$ cat config.mk
export PLATFORM = sky130hd
export DESIGN_NAME = mep_cfg
export DESIGN_NICKNAME = d
export VERILOG_FILES = /design/src/rtl/core/mep_pkg.sv /design/src/rtl/core/mep_cfg.sv
export SDC_FILE = /design/constraint.sdc
export NUM_CORES = 1
export LEC_CHECK = 0
export BUFFER_PORTS_ARGS = -buffer_cell sky130_fd_sc_hd__clkbuf_2
export CAP_MARGIN = 20
export CORE_ASPECT_RATIO = 1.1
export CORE_MARGIN = 3
export CORE_UTILIZATION = 53
export DETAILED_ROUTE_END_ITERATION = 12
export GPL_TIMING_DRIVEN = 0
export PLACE_DENSITY = 0.86
export SLEW_MARGIN = 20
export SYNTH_ARGS = -nofsm -noshare
export SYNTH_HDL_FRONTEND = slang
export SYNTH_SLANG_ARGS = --single-unit
$ cat constraint.sdc
create_clock -name clk -period 2.5 [get_ports clk]
set_input_delay 0.375 -clock clk [delete_from_list [all_inputs] [get_ports clk]]
set_output_delay 0.375 -clock clk [all_outputs]
set_load 0.02 [all_outputs]
$ cat src/rtl/core/mep_pkg.sv
`timescale 1ns / 1ps

package mep_pkg;

	// number formats
	localparam int FRAC_BITS  = 28;
	localparam int ITER_LIMIT = 200;
	localparam int ITER_W     = $clog2(ITER_LIMIT + 1);
	localparam int PIX_W      = 12;
	localparam int CFG_W      = 32;
	localparam int STEP_W     = 31;
	localparam int CFG_AW     = 4;
	localparam int CH_W       = 8;

	// c = origin + pixel * step
	localparam int CPROD_W = PIX_W + STEP_W;
	localparam int C_W     = ((CPROD_W + 1 > CFG_W) ? CPROD_W + 1 : CFG_W) + 1;

	// z part squares are only used while |part| <= 2.0, so magnitudes fit MAG_W
	localparam int MAG_W  = FRAC_BITS + 2;
	localparam int SQ_W   = 2 * MAG_W;
	localparam int SUM_W  = SQ_W + 1;
	localparam int DIFF_W = SQ_W + 2;
	localparam int TERM_W = FRAC_BITS + 4;
	localparam int Z_W    = ((C_W > TERM_W) ? C_W : TERM_W) + 1;

	localparam logic [Z_W-1:0] Z_BOUND =
		{{(Z_W - FRAC_BITS - 2){1'b0}}, 2'b10, {FRAC_BITS{1'b0}}};
	localparam logic [SUM_W-1:0] SUM_FOUR = {3'b001, {(2 * FRAC_BITS + 2){1'b0}}};

	localparam logic [CH_W-1:0] RED_MUL   = CH_W'(5);
	localparam logic [CH_W-1:0] GREEN_MUL = CH_W'(10);
	localparam logic [CH_W-1:0] BLUE_MUL  = CH_W'(15);

	localparam logic [CFG_W-1:0]  ORIGIN_RE_RST  = 32'hE000_0000;
	localparam logic [CFG_W-1:0]  ORIGIN_IM_RST  = 32'hE800_0000;
	localparam logic [STEP_W-1:0] PIXEL_STEP_RST = STEP_W'(1342177);

	typedef enum logic [1:0] {
		REG_ORIGIN_RE  = 2'd0,
		REG_ORIGIN_IM  = 2'd1,
		REG_PIXEL_STEP = 2'd2
	} reg_idx_t;

	typedef struct packed {
		logic [CFG_W-1:0]  origin_re;
		logic [CFG_W-1:0]  origin_im;
		logic [STEP_W-1:0] pixel_step;
	} cfg_t;

	typedef struct packed {
		logic start;
		logic mul;
		logic upd;
		logic load_out;
	} cmd_t;

	typedef struct packed {
		logic esc;
		logic last;
	} stat_t;

endpackage

$ cat src/rtl/core/mep_cfg.sv
`timescale 1ns / 1ps

module mep_cfg (
	input  logic                      clk,
	input  logic                      arst_n,
	input  logic                      psel,
	input  logic                      penable,
	input  logic                      pwrite,
	input  logic [mep_pkg::CFG_AW-1:0] paddr,
	input  logic [mep_pkg::CFG_W-1:0]  pwdata,
	output logic [mep_pkg::CFG_W-1:0]  prdata,
	output logic                      pready,
	output mep_pkg::cfg_t             cfg
);
	import mep_pkg::*;

	cfg_t     cfg_q;
	reg_idx_t idx;
	logic     wr_en;

	assign idx    = reg_idx_t'(paddr[CFG_AW-1:2]);
	assign wr_en  = psel && penable && pwrite;
	assign pready = 1'b1;
	assign cfg    = cfg_q;

	always_ff @(posedge clk or negedge arst_n) begin
		if (!arst_n) begin
			cfg_q.origin_re  <= ORIGIN_RE_RST;
			cfg_q.origin_im  <= ORIGIN_IM_RST;
			cfg_q.pixel_step <= PIXEL_STEP_RST;
		end else if (wr_en) begin
			case (idx)
				REG_ORIGIN_RE:  cfg_q.origin_re  <= pwdata;
				REG_ORIGIN_IM:  cfg_q.origin_im  <= pwdata;
				REG_PIXEL_STEP: cfg_q.pixel_step <= pwdata[STEP_W-1:0];
				default: ;
			endcase
		end
	end

	always_comb begin
		case (idx)
			REG_ORIGIN_RE:  prdata = cfg_q.origin_re;
			REG_ORIGIN_IM:  prdata = cfg_q.origin_im;
			REG_PIXEL_STEP: prdata = CFG_W'(cfg_q.pixel_step);
			default:        prdata = '0;
		endcase
	end

endmodule

# Word-level counts from Yosys, hierarchy flattened
# Index checks and enable logic that the tools add are counted.
dict set report classes {
  eq_ne 2
  n_mux 1
  n_reduce_logical 6
}
# op n
set op_table {}
lappend op_table {{$pmux W32 S3} 1}
lappend op_table {{$reduce_and A2 Y1} 3}
lappend op_table {{$eq A2 B1 Y1 const B} 1}
lappend op_table {{$eq A2 B2 Y1 const B} 1}
lappend op_table {{$logic_and A1 B1 Y1} 2}
lappend op_table {{$logic_not A2 Y1} 1}
dict set report word_totals {
  regBits 95
  in_bits 41
  output_inout_bits 128
  elab_cells 12
}

# Depth between registers and ports, before layout
dict set report logic_depth {
  ltp_word 3
  ltp_mapped 5
  mapped_depth_nobuf 3
}

# Least setup slack after synthesis
# No wires, ideal clock.
dict set report synth_path {
  kind {input-to-output}
  start {input port paddr[2] (netlist name)}
  end {output port prdata[10] (netlist name)}
  t_arrival_ps 1362
  slack_ps 763
  stages 4
  path_buffers 2
  cell_sequence {buf_4 buf_2 mux2i_1 o21ai_0}
}
dict set report synth_between {
  elab_chain_cells 2
  word_cells_on_any_way 4
  cone_classes {eq/ne: 2; mux: 1; reduce/logical: 1}
}
# item line_no
set synth_lines {}
lappend synth_lines {{from (decl)} mep_cfg.sv:9} ;# input logic [mep_pkg::CFG_AW-1:0] paddr,
lappend synth_lines {{$eq A2 B2 Y1, or another cell as far along} mep_cfg.sv:42} ;# case (idx)
lappend synth_lines {{$pmux W32 S3 *} mep_cfg.sv:42}
lappend synth_lines {{to (decl)} mep_cfg.sv:11} ;# output logic [mep_pkg::CFG_W-1:0] prdata,
# Mark *: on every way between the ends. The rest lies on a longest branch, timed or not.

# Worst setup path after layout
dict set report layout_path {
  start {input port paddr[3] (netlist name)}
  end {output port prdata[30] (netlist name)}
}
# Same word-level chain as after synthesis.

==> run summary <==
The run finished with clean final reports. The logs give 584 for the cell total after placement and 4.96 mW for the power after layout. The flip-flop and latch count after synthesis came out at 95. When the netlist entered floorplanning its net count stood at 353. The worst slew slack as a fraction of its limit is 50.8%, and the count of input and output buffers is 164. For the worst setup path, the data required time is 2.12 ns. The antenna diode count is 0. Each instance of the synthesized netlist takes up on average 13.9 um2. Global routing consumed, on the met2 layer, 42.1% of the routing resources. For the hold violation count in the final report, the log shows 0.

The die covers 9320 um2. Once layout is done, the placed cells without fillers occupy 5490 um2. The area growth from synthesis to final layout was 26.4%; the clock input transition at the sequential cells of the worst setup and hold paths was 0.09 ns. The deepest clock path buffer count is 2, and the overall routing resource usage is 23.4%. The number of gates resized after CTS is 0.

For the number of violations reported at the end of detailed-routing iteration 0, the log shows 85. The root buffer cell chosen for the clock tree is sky130_fd_sc_hd__clkbuf_8. After detailed routing, the average wire length per cell comes to 17.9 um.

The tools report the timing endpoint of the critical path as prdata[30]. The number of pins with negative max-slew slack in the final report is 0, and the power density over the cells is 903 nW/um2. The number of buffers added to fix hold violations after cts was 0; the cell depth of the worst flop-to-flop path was 1.

In this run the number of H-tree levels came out at 3. The height of the chip was 101 um. The worst min-delay path category was in2async.

After legalization and detailed placement, the total HPWL measured 7960 um. The most crowded layer after global routing was met2. For the max-cap check violation count, the log shows 0. The startpoint identified for the worst register-to-register timing path is cfg[3]$_DFFE_PN0P_. Final hold analysis gives a worst-case slack of 0.0608 ns. Subtracting the final worst setup slack from the clock period gives 2.14 ns. The worst-case setup slack after placement is 0.371 ns. Setup repair after global routing left no endpoint under its margin. After floorplanning, the core was divided into 34 placement rows. Summing the sequential cell areas from Yosys gives 55.2% of the chip area. The number of buffers inserted to repair setup after CTS is 0, and the setup slack of the worst register-to-register path is 1.68 ns. In this run the critical register-to-register path is captured at cfg[3]$_DFFE_PN0P_.

Top cell type's share of synthesized area: 44.3%. The routability congestion estimate from global placement is 0.751, and the count of yosys warnings during synthesis is 0. The worst setup path is captured at a primary output. At the pin with the least slew margin, the transition time is 0.737 ns. For met1 alone, demand over resource in global routing was 28.1%.

The flip-flop count of the largest register, all copies and words added was 95; the number of non-filler instances in the completed layout was 600. Origin of the worst setup path: paddr[3]. The worst-case IR drop observed on VDD is 0.468 mV. The via total after detailed routing is 3209, and the setup skew after layout is 0 ns. Setup violations remaining at the end of the flow were counted as 0. After synthesis the cells add up to 4350 um2. Global routing consumed, on the met3 layer, 5.00% of the routing resources.

For the number of antenna violations at the first check in global routing, the log shows 0. After layout, the worst path uses 85.5% of the clock period. The number of routed nets with antenna violations was 0. In this run the worst path has a maximum fanout of 10. In the synthesized netlist, the number of instances is 312. Critical path launch point type: an input port. The run gives 2400 um2 as the area taken by flip-flops and latches. The run gives 528 as the final net count. The number of buffers added by the clock tree synthesis step was 9; the number of iterations in the first detailed-routing pass was 4. 169 I/O pins were placed. The run gives 468 MHz as the achievable clock frequency.

Counting every sink on the clock net gives 95. Yosys mapped the design onto 19 distinct sky130hd cell types. Summing all placed instances gives a cell area of 5310 um2. Summing all multi-input logic gate instances after layout gives 1820 um2.

The total leakage power was 2.84 nW; the core region area was 7960 um2. For this configuration, the core starts out at a cell density of 54.6%. The critical path is of the in2out type. For the worst setup path, the data arrival time is 1.76 ns.

Setup total negative slack on the finished layout was measured at 0 ns. The first global-routing pass estimated 16900 um of wire. The final layout contains routed wiring with a total length of 10700 um. The number of vias per cell after detailed routing is 5.35. The via count of the first global-routing pass is 3298.

Entering global routing, the biggest net connects 96 pins. The DRC violation count after routing is 0. Global routing finished with a remaining overflow of 0. TritonCTS built the clock tree. In the post-route analysis, the smallest setup slack over all paths is 0.363 ns. Measured along the x axis, the die boundary spans 92.3 um. By area the synthesized netlist is led by sky130_fd_sc_hd__dfrtp_1, sky130_fd_sc_hd__mux2_2, sky130_fd_sc_hd__dfstp_2, sky130_fd_sc_hd__mux2_4, sky130_fd_sc_hd__mux2i_1.

At the end of the flow the core is filled with cells to 69.0%. Post-synthesis cell type with the largest combined area: sky130_fd_sc_hd__dfrtp_1. The run gives 0.35 ns as the source-to-sink clock delay at the later pin of the worst-skew pair. The share of layout cells above drive strength 1 works out to 62.0%. Filler cell count: 622.
[cells in the mapped netlist]
cell and n:
sky130_fd_sc_hd__buf_2 10, sky130_fd_sc_hd__buf_4 2, sky130_fd_sc_hd__buf_6 3, sky130_fd_sc_hd__clkbuf_1 6, sky130_fd_sc_hd__conb_1 1, sky130_fd_sc_hd__dfrtp_1 77, sky130_fd_sc_hd__dfstp_2 18, sky130_fd_sc_hd__mux2_1 4
sky130_fd_sc_hd__mux2_2 61, sky130_fd_sc_hd__mux2_4 30, sky130_fd_sc_hd__mux2i_1 32, sky130_fd_sc_hd__nand2_1 31, sky130_fd_sc_hd__nand3_1 1, sky130_fd_sc_hd__nor2_1 1, sky130_fd_sc_hd__nor2b_1 1, sky130_fd_sc_hd__nor3_2 1
sky130_fd_sc_hd__nor3b_2 1, sky130_fd_sc_hd__o21ai_0 31, sky130_fd_sc_hd__or3b_1 1
[where the power goes]
group          internal, mW  leakage (nW)  total (mW)  switching (mW)
Sequential             1.95          1.13        2.25           0.305
Combinational         0.731          1.61        1.77            1.04
Clock                 0.401        0.0947       0.939           0.538
Total                  3.08          2.84        4.96            1.88
[kinds of logic (layout without fill, tap and decap cells)]
logic type	after synthesis	count (layout)	share of synthesized area [%]
compound gates	31	31	3.57
simple gates	37	37	3.74
mux	127	127	34.6
buf+inv	21	201	2.79
flops	95	95	55.2
other cells	1	1	0.0863
[cell usage in the layout (no fill, tap or decap)]
| cell type | count |
|---|---|
| sky130_fd_sc_hd__mux2i_1 | 32 |
| sky130_fd_sc_hd__nor2_1 | 1 |
| sky130_fd_sc_hd__o21ai_0 | 31 |
| sky130_fd_sc_hd__mux2_2 | 61 |
| sky130_fd_sc_hd__clkbuf_2 | 163 |
| sky130_fd_sc_hd__nor2b_1 | 1 |
| sky130_fd_sc_hd__buf_2 | 10 |
| sky130_fd_sc_hd__buf_6 | 3 |
| sky130_fd_sc_hd__clkbuf_8 | 11 |
| sky130_fd_sc_hd__dfstp_2 | 18 |
| sky130_fd_sc_hd__inv_6 | 3 |
| sky130_fd_sc_hd__conb_1 | 1 |
| sky130_fd_sc_hd__nor3_2 | 1 |
| sky130_fd_sc_hd__nand2_1 | 31 |
| sky130_fd_sc_hd__mux2_1 | 4 |
| sky130_fd_sc_hd__nor3b_2 | 1 |
| sky130_fd_sc_hd__buf_4 | 2 |
| sky130_fd_sc_hd__mux2_4 | 30 |
| sky130_fd_sc_hd__clkinv_4 | 1 |
| sky130_fd_sc_hd__clkbuf_1 | 7 |
| sky130_fd_sc_hd__clkinv_2 | 1 |
| sky130_fd_sc_hd__nand3_1 | 1 |
| sky130_fd_sc_hd__or3b_1 | 1 |
| sky130_fd_sc_hd__dfrtp_1 | 77 |
[cell type report]
class                   instances  share of cell area, %
clock buffers                  11                   2.57
well taps                     108                   2.46
flip-flops and latches         95                   43.7
clock inverters                 5                  0.729
plain buffers                  21                   2.21
repair buffers                164                   15.1
multi-input cells             196                   33.2
[worst min path at each step]
stage,from,endpoint,cells past startpoint
global route,arst_n,cfg[1]$_DFFE_PN0P_,1
floorplan,arst_n,cfg[10]$_DFFE_PN0P_,0
CTS,arst_n,cfg[1]$_DFFE_PN0P_,1
global placement,cfg[3]$_DFFE_PN0P_,cfg[3]$_DFFE_PN0P_,1
finish,arst_n,cfg[1]$_DFFE_PN0P_,1
detailed placement,arst_n,cfg[1]$_DFFE_PN0P_,1
[worst max-delay path, cell delays in order]
cell                       delay [ns]
sky130_fd_sc_hd__clkbuf_2        0.18
sky130_fd_sc_hd__nor2b_1         0.26
sky130_fd_sc_hd__clkbuf_1        0.50
sky130_fd_sc_hd__nand2_1         0.12
sky130_fd_sc_hd__o21ai_0         0.11
sky130_fd_sc_hd__clkbuf_2        0.21
[per-layer routing]
metal	part of all wire, %	up-vias
met2	52	111
li1	-	1448
met5	0	-
met1	41	1638
met3	5.9	12
met4	1.2	0
Note: power is estimated with default switching activity, not from simulation.
