===== config.mk =====
export PLATFORM = sky130hd
export DESIGN_NAME = mep_ctrl
export DESIGN_NICKNAME = d
export VERILOG_FILES = /design/src/rtl/core/mep_pkg.sv /design/src/rtl/core/mep_ctrl.sv
export SDC_FILE = /design/constraint.sdc
export NUM_CORES = 1
export LEC_CHECK = 0
export BUFFER_PORTS_ARGS = -buffer_cell sky130_fd_sc_hd__buf_2
export CORE_AREA = 10 10 47 49
export CTS_CLUSTER_DIAMETER = 30
export CTS_CLUSTER_SIZE = 12
export DETAILED_ROUTE_END_ITERATION = 8
export DIE_AREA = 0 0 57 59
export GPL_ROUTABILITY_DRIVEN = 0
export SYNTH_ARGS = -nofsm -noshare
export SYNTH_HDL_FRONTEND = slang
export SYNTH_SLANG_ARGS = --single-unit

===== constraint.sdc =====
create_clock -name clk -period 2.1 [get_ports clk]
set_input_delay 0.105 -clock clk [delete_from_list [all_inputs] [get_ports clk]]
set_output_delay 0.105 -clock clk [all_outputs]
set_load 0.02 [all_outputs]

===== src/rtl/core/mep_pkg.sv =====
`timescale 1ns / 1ps

package mep_pkg;

	// number formats
	localparam int FRAC_BITS  = 28;
	localparam int ITER_LIMIT = 200;
	localparam int ITER_W     = $clog2(ITER_LIMIT + 1);
	localparam int PIX_W      = 12;
	localparam int CFG_W      = 32;
	localparam int STEP_W     = 31;
	localparam int CFG_AW     = 4;
	localparam int CH_W       = 8;

	// c = origin + pixel * step
	localparam int CPROD_W = PIX_W + STEP_W;
	localparam int C_W     = ((CPROD_W + 1 > CFG_W) ? CPROD_W + 1 : CFG_W) + 1;

	// z part squares are only used while |part| <= 2.0, so magnitudes fit MAG_W
	localparam int MAG_W  = FRAC_BITS + 2;
	localparam int SQ_W   = 2 * MAG_W;
	localparam int SUM_W  = SQ_W + 1;
	localparam int DIFF_W = SQ_W + 2;
	localparam int TERM_W = FRAC_BITS + 4;
	localparam int Z_W    = ((C_W > TERM_W) ? C_W : TERM_W) + 1;

	localparam logic [Z_W-1:0] Z_BOUND =
		{{(Z_W - FRAC_BITS - 2){1'b0}}, 2'b10, {FRAC_BITS{1'b0}}};
	localparam logic [SUM_W-1:0] SUM_FOUR = {3'b001, {(2 * FRAC_BITS + 2){1'b0}}};

	localparam logic [CH_W-1:0] RED_MUL   = CH_W'(5);
	localparam logic [CH_W-1:0] GREEN_MUL = CH_W'(10);
	localparam logic [CH_W-1:0] BLUE_MUL  = CH_W'(15);

	localparam logic [CFG_W-1:0]  ORIGIN_RE_RST  = 32'hE000_0000;
	localparam logic [CFG_W-1:0]  ORIGIN_IM_RST  = 32'hE800_0000;
	localparam logic [STEP_W-1:0] PIXEL_STEP_RST = STEP_W'(1342177);

	typedef enum logic [1:0] {
		REG_ORIGIN_RE  = 2'd0,
		REG_ORIGIN_IM  = 2'd1,
		REG_PIXEL_STEP = 2'd2
	} reg_idx_t;

	typedef struct packed {
		logic [CFG_W-1:0]  origin_re;
		logic [CFG_W-1:0]  origin_im;
		logic [STEP_W-1:0] pixel_step;
	} cfg_t;

	typedef struct packed {
		logic start;
		logic mul;
		logic upd;
		logic load_out;
	} cmd_t;

	typedef struct packed {
		logic esc;
		logic last;
	} stat_t;

endpackage


===== src/rtl/core/mep_ctrl.sv =====
`timescale 1ns / 1ps

module mep_ctrl (
	input  logic           clk,
	input  logic           arst_n,
	input  logic           pix_valid,
	output logic           pix_ready,
	output logic           res_valid,
	input  logic           res_ready,
	input  mep_pkg::stat_t stat,
	output mep_pkg::cmd_t  cmd
);
	import mep_pkg::*;

	typedef enum logic [1:0] {
		ST_IDLE,
		ST_MUL,
		ST_ADD,
		ST_DONE
	} state_t;

	state_t state_q;
	logic   res_valid_q;

	assign pix_ready    = (state_q == ST_IDLE);
	assign res_valid    = res_valid_q;
	assign cmd.start    = (state_q == ST_IDLE) && pix_valid;
	assign cmd.mul      = (state_q == ST_MUL);
	assign cmd.upd      = (state_q == ST_ADD) && !stat.esc;
	// result register may be refilled in the cycle it is taken
	assign cmd.load_out = (state_q == ST_DONE) && (!res_valid_q || res_ready);

	always_ff @(posedge clk or negedge arst_n) begin
		if (!arst_n) begin
			state_q     <= ST_IDLE;
			res_valid_q <= 1'b0;
		end else begin
			case (state_q)
				ST_IDLE: begin
					if (pix_valid) state_q <= ST_MUL;
				end
				ST_MUL: state_q <= ST_ADD;
				ST_ADD: begin
					if (stat.esc || stat.last) state_q <= ST_DONE;
					else state_q <= ST_MUL;
				end
				ST_DONE: begin
					if (cmd.load_out) state_q <= ST_IDLE;
				end
				default: state_q <= ST_IDLE;
			endcase

			if (cmd.load_out) res_valid_q <= 1'b1;
			else if (res_ready) res_valid_q <= 1'b0;
		end
	end

endmodule


# Yosys cells after proc, flatten, opt, wreduce, memory -nomap -nowiden
# Index checks and enable logic that the tools add are counted.
# classes
n_eq_ne	5
muxes	6
n_reduce_logical	10
# ops
op	count
$pmux W2 S4	1
$mux W2	3
$eq A2 B2 Y1 const B	2
$ne A2 B2 Y1 const B	2
$logic_and A1 B1 Y1	3
$eq A2 B1 Y1 const B	1
$logic_not A1 Y1	2
$logic_not A2 Y1	1
$logic_or A1 B1 Y1	2
$mux W1	2
$reduce_and A2 Y1	1
$reduce_bool A2 Y1	1
# word_totals
reg_bits	3
inputBits	6
out_inout_bits	6
word_cells	23

# Logic depth before layout (Yosys ltp)
# Gate-level depths: netlist (run 1).
# logic_depth
depth_word	5
depth_mapped	2
depth_no_buf	2

# Worst setup path after synthesis (run 1)
# Ideal clock, no wire load.
# synth_timing
kind	reg-to-output
startpoint	register state_q[0]
endpoint	output cmd[3] (netlist name)
t_arrival_ns	1.016
path_slack_ns	0.979
path_stages_with_launch	3
path_buffers	0
cell_sequence	dfrtp_1 -> nor2_1 -> and2_1
# synth_lines
element	line_no	source
start: declaration	mep_ctrl.sv:22	state_t state_q;
start signal: assignment	mep_ctrl.sv:35	state_q <= ST_IDLE;
start signal: assignment	mep_ctrl.sv:40	if (pix_valid) state_q <= ST_MUL;
start signal: assignment	mep_ctrl.sv:42	ST_MUL: state_q <= ST_ADD;
end: declaration	mep_ctrl.sv:11	output mep_pkg::cmd_t cmd

==> results of run 1 <==
-- logic make-up (layout without fill, tap and decap cells) --
group / after synthesis / in the layout / share of synthesized area (%)
AND/OR/NAND/NOR: 8 / 8 / 27.05
AO/OA/AOI/OAI: 4 / 4 / 18.85
flip-flops: 3 / 3 / 49.18
buffers and inverters: 2 / 18 / 4.920
-- layout by cell type (no fill, tap or decap) --
| cell | netlist | final |
|---|---|---|
| a22oi_2 | 1 | 1 |
| and2_1 | 3 | 3 |
| buf_2 | 0 | 11 |
| clkbuf_1 | 0 | 1 |
| clkbuf_4 | 0 | 3 |
| dfrtp_1 | 3 | 3 |
| dlygate4sd3_1 | 0 | 1 |
| inv_1 | 2 | 2 |
| nand2b_1 | 1 | 1 |
| nor2_1 | 3 | 3 |
| nor3_1 | 1 | 1 |
| o21ai_0 | 2 | 2 |
| o22ai_1 | 1 | 1 |
-- worst min-delay path by stage --
stage                 end  startpoint  slack [ps]
5_1_grt        state_q[0]   pix_valid         180
4_1_cts        state_q[0]   pix_valid         130
3_3_place_gp    res_valid      arst_n        -100
3_5_place_dp   state_q[1]      arst_n        -100
6_report       state_q[0]   pix_valid         140
2_1_floorplan   res_valid      arst_n        -190
-- registers in the layout, summed over array words and instances (netlist names) --
name / cells
state_q: 2
res_valid: 1
-- critical path, stage by stage (launching register included) --
cell and delay (ps):
dfrtp_1 420, and2_1 200, and2_1 150, buf_2 150
-- per-stage QoR --
| stage | area [um2] | instances | power (mW) | util (%) |
|---|---|---|---|---|
| after floorplan | 152.6 | 17 | 0.2611 | - |
| after global placement | 227.7 | 44 | 0.3316 | 16.25 |
| after detailed placement | 227.7 | 44 | 0.3356 | 16.25 |
| after CTS | 264.0 | 49 | 0.4466 | 18.84 |
| after global routing | 264.0 | 49 | 0.4687 | 18.84 |
| final | 264.0 | 49 | 0.4339 | 18.84 |
-- repair_timing --
action | CTS | global route
hold buffers | 1 | 0
endpoints found under the hold margin | 3 | 0
resized for setup | 0 | 0
-- per-layer routing --
metal | routed length, um | track usage, % | part of all wire, %
met5 | 0 | 0 | 0
met4 | 0 | 8.054 | 0
met3 | 26 | 1.717 | 5.6
met1 | 146 | 1.675 | 32
met2 | 289 | 4.961 | 62
-- final cells by class --
type                    count  area, um2  area share (%)
repair buffers             12      65.06           24.64
multi-input cells          12      70.07           26.54
flip-flops and latches      3      75.07           28.44
inverters                   2      7.507           2.844
well taps                  16      20.02           7.583
clock buffers               4      26.28           9.953
-- report_power, final --
group	leakage, nW	switching [mW]	internal (mW)
logic	0.0880	0.133	0.0805
registers	0.0353	0.0294	0.0884
clock network	0.0150	0.0314	0.0713
==> out/summary.txt, run 1 <==
ys async rst share = 100.0%
slew margin rel. = 87.38%
# setup viols final = 0
Post-Synthesis Net Count = 23
commonest register cell after synthesis = dfrtp_1
worst setup path startpoint = state_q[1]
CTS Sinks = 3
Yosys cell types = 9
Hold Crit Depth = 3
Synth area leaders = dfrtp_1, and2_1, a22oi_2, nor2_1, o21ai_0
crit path time final = 1249 ps
final net count = 40
Place WS = 1096 ps
syn_area_per_cell = 8.979 um2
f_max = 800.8 MHz
die area = 3363 um2
vias = 160
status = finished, final reports clean
power density over the cells = 1643 nW/um2
FF-to-FF setup slack = 1220 ps
postcts setup bufs = 0
Worst Setup EP = cmd[0]
final cycle utilization of the critical path = 59.47%
TNS Setup = 0 ps
r2r endpoint = state_q[1]
DR vias/cell = 3.265
Die H = 59 um
Crit Path Class = flop to primary output
chip width = 57 um
gr usage total = 3.380%
drt pass-1 iters = 2
Synth Instances = 17
WL final = 463 um
R2R depth = 2
RSZ-0062 raised after global routing = false
CP endpoint kind = primary output
core area = 1401 um2
synthesized flop and latch total = 3
Synth top cells by count = and2_1, dfrtp_1, nor2_1, inv_1, o21ai_0
clk slew on worst S/H paths = 40 ps
initial DRC count = 3
post-synth top area share = 49.18%
Cell Area, Synth = 152.6 um2
vias in the first global route = 179
antenna cells = 0
number of synthesized flops with an enable pin = 0
DR WL/cell = 9.449 um
Remaining Overflow, GRT = 0
largest net degree at the start of global routing = 7
Setup WS post-layout = 851.2 ps
YS warnings = 0
R2R Path Start = state_q[1]
Area Growth Syn to Fin = 72.95%
Worst Path Max Fanout = 6
PortBufs = 11
CTS buffer count = 3
Worst-Margin Slew = 187.4 ps
clk_lat worst skew = 230 ps
CTS max path bufs = 2
H-tree depth = 1
Leakage = 0.1383 nW
antenna-violating nets left = 0
Worst Setup Start Kind = flop
top-level port count = 12
Fin. Hold Viols = 0
Row Count = 14
# DRC = 0
first-pass GRT wire length = 731 um
Hold Slack = 136.8 ps
top cell type by total area after synthesis = dfrtp_1
share of cells above drive strength 1 = 45.45%
Peak VDD IR = 221.9 uV
worst path required time = 2000 ps
fill cell count = 165
starting density of the core = 10.89%
antenna violations before repair = 0
Min-Delay Path Class = input pin to flop
max-slew violations = 0
Worst Skew = 1.549 ps
CP Data Arrival Time = 1140 ps
clock root cell = clkbuf_4
CTS tree = done
post-synthesis sequential area ratio = 49.18%
Max Cap Viol = 0
No activity file was read; power rests on OpenSTA's default activity.
==> run 2: changes to the inputs <==
--- a/config.mk
+++ b/config.mk
@@ -5,6 +5,7 @@
 export SDC_FILE = /design/constraint.sdc
 export NUM_CORES = 1
 export LEC_CHECK = 0
+export ABC_AREA = 1
 export BUFFER_PORTS_ARGS = -buffer_cell sky130_fd_sc_hd__buf_2
 export CORE_AREA = 10 10 47 49
 export CTS_CLUSTER_DIAMETER = 30
==> constraint.sdc (replaced) <==
create_clock -name clk -period 1 [get_ports clk]
set_input_delay 0.05 -clock clk [delete_from_list [all_inputs] [get_ports clk]]
set_output_delay 0.05 -clock clk [all_outputs]
set_load 0.02 [all_outputs]
==> run 2 against run 1 <==
The flow now finishes with violations (negative setup slack). Sequential cell count did not move. Count of clock-buffer cells in the layout stayed put. Routed wire length grew 12%. Combinational power rose to 2.7 times the previous value. Critical path depth increased by 1. Synthesized cell count grew 59%. Utilization increased by 4.2 points. Hold slack worse by 84 ps. Largest power group unchanged.
==> out/summary.txt, run 2 <==
Hold Slack = 53.16 ps (-83.68 ps)
WL final = 519 um (+12%)
final cycle utilization of the critical path = 106.4%
worst setup path startpoint = state_q[0]
CTS buffer count = 3 (unchanged)
DR vias/cell = 3.317 (+1.6%)
worst path required time = 950 ps (-1050 ps)
crit-path max cell delay = 410 ps (about the same)
CP endpoint kind = primary output
PortBufs = 11 (unchanged)
initial DRC count = 1 (-2)
Gate power share = 56.1% (+6.9 points)
clk_lat worst skew = 230 ps (about the same)
# DRC = 0 (unchanged)
vias in the first global route = 203 (+13%)
Synth area leaders = dfrtp_1, inv_1, nand2_1, nand2_2, nor2_1
drt pass-1 iters = 2 (unchanged)
Sw Ratio = 44.38% (-0.26 points)
YS warnings = 0 (unchanged)
Cell Area, Synth = 187.7 um2 (+23%)
synthesized flop and latch total = 3 (unchanged)
max-slew violations = 0 (unchanged)
final core occ = 23.04% (+4.2 points)
die area = 3363 um2 (unchanged)
TNS Setup = -179.0 ps (-179.0 ps)
f_max = 939.7 MHz
Clk pwr share = 20.7% (-3.0 points)
starting density of the core = 13.39% (+2.5 points)
Crit Path Class = flop to primary output
chip width = 57 um (unchanged)
CTS tree = done
Synth top cells by count = inv_1, nand2_1, dfrtp_1, nor2_1
Setup WS post-layout = -64.15 ps (-915.4 ps)
core area = 1401 um2 (unchanged)
antenna-violating nets left = 0 (unchanged)
# setup viols final = 5 (+5)
first-pass GRT wire length = 814 um (+11%)
Synth Instances = 27 (+10)
Largest Register = state_q
crit path time final = 1064 ps
RSZ-0062 raised after global routing = true
antenna cells = 0 (unchanged)
Fin. Hold Viols = 0 (unchanged)
Leakage = 0.1946 nW (+41%)
power density over the cells = 3201 nW/um2 (+95%)
Worst Skew = 4.407 ps (+2.857 ps)
ys async rst share = 100.0% (unchanged)
final net count = 51 (+28%)
post-synth top area share = 40.00% (-9.2 points)
Die H = 59 um (unchanged)
Post-Synthesis Net Count = 33 (+43%)
Yosys cell types = 10 (+1)
count leader, synth = inv_1
clk slew on worst S/H paths = 40 ps (about the same)
Area Growth Syn to Fin = 72.00%
failing checks = negative setup slack
post-synthesis sequential area ratio = 40.00% (-9.2 points)
top-level port count = 12 (unchanged)
NetSw = 0.4586 mW (+140%)
antenna violations before repair = 0 (unchanged)
status = finished, violations left
Peak VDD IR = 926.2 uV (+320%)
Place WS = 143.3 ps (-952.4 ps)
top cell type by total area after synthesis = dfrtp_1
H-tree depth = 1 (unchanged)
CP cell instances = inv_1 -> nand2_1 -> nor2_1 -> buf_4
internal power = 0.5747 mW (+140%)
Worst Setup Start Kind = flop
sequential share of power = 23.2% (-3.9 points)
critical path's slowest cell = dfrtp_1
Worst Path Max Fanout = 5 (-1)
Max Cap Viol = 0 (unchanged)
R2R Path Start = state_q[0]
clock root cell = clkbuf_4
post-route cell area = 322.8 um2 (+22%)
max reg flops = 2 (unchanged)
most frequent cells in the layout = inv_1, buf_2, nand2_1, buf_4
Min-Delay Path Class = input pin to flop
Row Count = 14 (unchanged)
DR WL/cell = 8.650 um (-8.5%)
number of synthesized flops with an enable pin = 0 (unchanged)
CTS Sinks = 3 (unchanged)
gr usage total = 3.462% (+0.082 points)
CP Data Arrival Time = 1010 ps (-130 ps)
CTS max path bufs = 2 (unchanged)
share of cells above drive strength 1 = 47.73% (+2.3 points)
hold_sp = res_ready
largest net degree at the start of global routing = 6 (-1)
placed cell count = 54 (+23%)
Post-DP Area = 262.8 um2 (+15%)
slew margin rel. = 88.14% (+0.76 points)
total power = 1.033 mW (+140%)
vias = 199 (+24%)
Remaining Overflow, GRT = 0 (unchanged)
syn_area_per_cell = 6.951 um2 (-23%)
detailed placement HPWL = 430.9 um
post-route insts no fill = 60 (+22%)
commonest register cell after synthesis = dfrtp_1
Worst-Margin Slew = 176.0 ps (-11.35 ps)
## run 2: cells by family (layout without fill, tap and decap cells)
kind of cell / Yosys count / after routing / share of synthesized area [%]
DFF: 3 / 3 / 40.00
and+or+nand+nor: 13 / 13 / 36.66
AOI/OAI and AO/OA: 2 / 2 / 5.334
buffers and inverters: 9 / 26 / 18.00
## run 2: power by group through the flow
stage / combinational, mW / sequential [mW] / clock, mW
CTS: 0.587 / 0.239 / 0.230
floorplan: 0.321 / 0.249 / 0
global route: 0.630 / 0.253 / 0.239
detailed placement: 0.495 / 0.234 / 0
global placement: 0.487 / 0.232 / 0
finish: 0.580 / 0.239 / 0.214
## run 2: critical path: cells and delay by family, from the launching register on
family	cells	cell delay (ps)
simple gates	2	140
flops	1	410
buf+inv	2	220
## run 2: path summary, 6_finish.rpt
kind	end	slack, ps	cells past startpoint
max	cmd[3]	-60	4
min	res_valid	50	2
max reg2reg	state_q[1]	70	5
min reg2reg	res_valid	580	2
max in group asynchronous	state_q[1]	750	2
min in group asynchronous	state_q[0]	140	2
## run 2: metal layers
metal / vias up / part of all wire, % / routed length [um] / global-route usage, %
met5: - / 0 / 0 / 0
met2: 6 / 52 / 269 / 4.651
li1: 110 / - / - / -
met1: 81 / 34 / 176 / 2.622
met4: 0 / 1.9 / 10 / 5.034
met3: 2 / 12 / 63 / 2.790
## run 2: timing repair
item / 4_1_cts / 5_1_grt
gates cloned: 0 / 0
setup endpoints to repair: 5 / 5
hold buffers: 1 / 0
buffers inserted: 1 / 0
endpoints found under the hold margin: 3 / 0
pin swaps: 3 / 0
resized for setup: 7 / 1
## run 2: final cells by class
type                            instances  area [um2]
Fill cell                             172        1079
Timing Repair Buffer                   13       88.84
Multi-Input combinational cell         15       78.83
Sequential cell                         3       75.07
Inverter                                9       33.78
Clock buffer                            4       26.28
Tap cell                               16       20.02
==> run 3: changes to the inputs <==
==> constraint.sdc (replaced) <==
create_clock -name clk -period 1 [get_ports clk]
set_input_delay 0.2 -clock clk [delete_from_list [all_inputs] [get_ports clk]]
set_output_delay 0.2 -clock clk [all_outputs]
set_load 0.02 [all_outputs]
==> run 3 against run 2 <==
The run still ends with negative setup slack left. Sequential power is 3% higher. Maximum frequency fell by 13%. Global-route usage is 0.13 points lower. Worst setup slack worse by 160 ps. Critical endpoint is now cmd[0]. Power up 9.3%. First-iteration DRC count up 100%.
==> out/summary.txt, run 3 (synthesis results as in run 2) <==
max-slew violations = 0 (unchanged)
hold_sp = res_ready
drt pass-1 iters = 4 (+2)
r2r endpoint = state_q[1]
antenna violations before repair = 0 (unchanged)
initial DRC count = 2 (+1)
R2R depth = 5 (unchanged)
chip width = 57 um (unchanged)
crit-path max cell delay = 390 ps (-20 ps)
gr usage total = 3.330% (-0.13 points)
CP Data Arrival Time = 1020 ps (about the same)
PortBufs = 11 (unchanged)
worst path required time = 800 ps (-150 ps)
antenna cells = 0 (unchanged)
Setup WS post-layout = -221.0 ps (-156.8 ps)
TNS Setup = -912.9 ps (-733.9 ps)
DR vias/cell = 3.508 (+5.8%)
total power = 1.130 mW (+9.3%)
max reg flops = 2 (unchanged)
CTS tree = done
detailed placement HPWL = 437.1 um (+1.4%)
Place WS = -39.82 ps (-183.1 ps)
CP most frequent cell = buf_4
Gate power share = 59.5% (+3.4 points)
power density over the cells = 3214 nW/um2 (+0.39%)
worst setup path startpoint = state_q[1]
core area = 1401 um2 (unchanged)
vias = 214 (+7.5%)
Peak VDD IR = 599.1 uV (-35%)
most frequent cells in the layout = inv_1, buf_2, nand2_1, buf_4
sequential share of power = 21.8% (-1.4 points)
failing checks = negative setup slack
f_max = 819.0 MHz (-13%)
R2R Path Start = state_q[1]
RSZ-0062 raised after global routing = true
top-level port count = 12 (unchanged)
clk_lat worst skew = 230 ps (about the same)
Fin. Hold Viols = 0 (unchanged)
vias in the first global route = 202 (-0.49%)
CP bufs+invs = 2 (unchanged)
fill cell count = 176 (+2.3%)
Worst Skew = 0.5106 ps (-3.896 ps)
H-tree depth = 1 (unchanged)
Worst Path Max Fanout = 3 (-2)
Crit path depth = 4 (unchanged)
status = finished, violations left
die area = 3363 um2 (unchanged)
Worst Setup Start Kind = flop
critical path's slowest cell = dfrtp_1
final cycle utilization of the critical path = 122.1% (+16 points)
FF-to-FF setup slack = 80 ps (about the same)
CP top delay family = flip-flops
Area Growth Syn to Fin = 87.33%
largest net degree at the start of global routing = 6 (unchanged)
Min-Delay Path Class = input pin to flop
NetSw = 0.4894 mW (+6.7%)
share of cells above drive strength 1 = 60.00% (+12 points)
Sw Ratio = 43.31% (-1.1 points)
CTS buffer count = 3 (unchanged)
CTS Sinks = 3 (unchanged)
postcts setup bufs = 0 (-1)
CP endpoint kind = primary output
Row Count = 14 (unchanged)
Die H = 59 um (unchanged)
antenna-violating nets left = 0 (unchanged)
clock root cell = clkbuf_4
first-pass GRT wire length = 779 um (-4.3%)
# DRC = 0 (unchanged)
final net count = 52 (+2.0%)
Max Cap Viol = 0 (unchanged)
WL final = 491 um (-5.4%)
CTS max path bufs = 2 (unchanged)
Worst Setup EP = cmd[0]
internal power = 0.6405 mW (+11%)
starting density of the core = 13.39% (unchanged)
Remaining Overflow, GRT = 0 (unchanged)
Leakage = 0.2000 nW (+2.8%)
DR WL/cell = 8.049 um (-6.9%)
clk slew on worst S/H paths = 40 ps (about the same)
Clk pwr share = 18.7% (-2.0 points)
CP cell instances = buf_4 -> nand2_2 -> nor2_2 -> buf_4
Largest Register = state_q
# setup viols final = 5 (unchanged)
crit path time final = 1221 ps (+156.8 ps)
Worst-Margin Slew = 147.6 ps (-28.42 ps)
Crit Path Class = flop to primary output
slew margin rel. = 90.06% (+1.9 points)
run 3: changes by cell type in the layout (fill, tap and decap cells not counted), sizes merged:
cell / change
buf: +1
run 3: power groups by stage:
stage               registers, mW  logic, mW  clock network, mW
floorplan                   0.252      0.342                  0
global placement            0.233      0.565                  0
detailed placement          0.238      0.573                  0
CTS                         0.247      0.689              0.222
global route                0.252      0.735              0.238
finish                      0.246      0.673              0.211
run 3: worst min-delay path by stage:
stage                end  slack (ps)  cells after the start
6_report       res_valid         220                      2
5_1_grt        res_valid         210                      2
4_1_cts        res_valid         220                      2
3_5_place_dp   res_valid           1                      1
3_3_place_gp   res_valid          -4                      1
2_1_floorplan  res_valid        -100                      0
run 3: per-stage QoR:
| step | util (%) | instances | hold slack (ps) | instance area, um2 |
|---|---|---|---|---|
| 2_1_floorplan | - | 27 | -95.59 | 197.7 |
| 6_report | 25.09 | 61 | 217.1 | 351.6 |
| 4_1_cts | 25.09 | 61 | 216.3 | 351.6 |
| 5_1_grt | 25.09 | 61 | 212.9 | 351.6 |
| 3_5_place_dp | 20.54 | 56 | 1.171 | 287.8 |
| 3_3_place_gp | 20.54 | 56 | -3.722 | 287.8 |
run 3: layer usage:
layer | vias up | wire (um) | track usage [%]
met1 | 93 | 170 | 2.381
met5 | - | 0 | 0
met2 | 6 | 267 | 4.651
met3 | 0 | 54 | 3.219
met4 | 0 | 0 | 4.027
li1 | 115 | - | -
run 3: layout make-up:
class	instances	area (um2)	share of cell area, %
inverter	9	33.78	9.609
sequential	3	76.32	21.71
tap	16	20.02	5.694
clock buffer	4	26.28	7.473
timing repair buffer	14	103.9	29.54
multi-input combinational	15	91.34	25.98
run 3: timing repair:
action	in CTS	in global routing
setup endpoints to repair	5	6
resized for setup	12	0
endpoints found under the hold margin	3	0
pin swaps	2	1
hold buffers	1	0
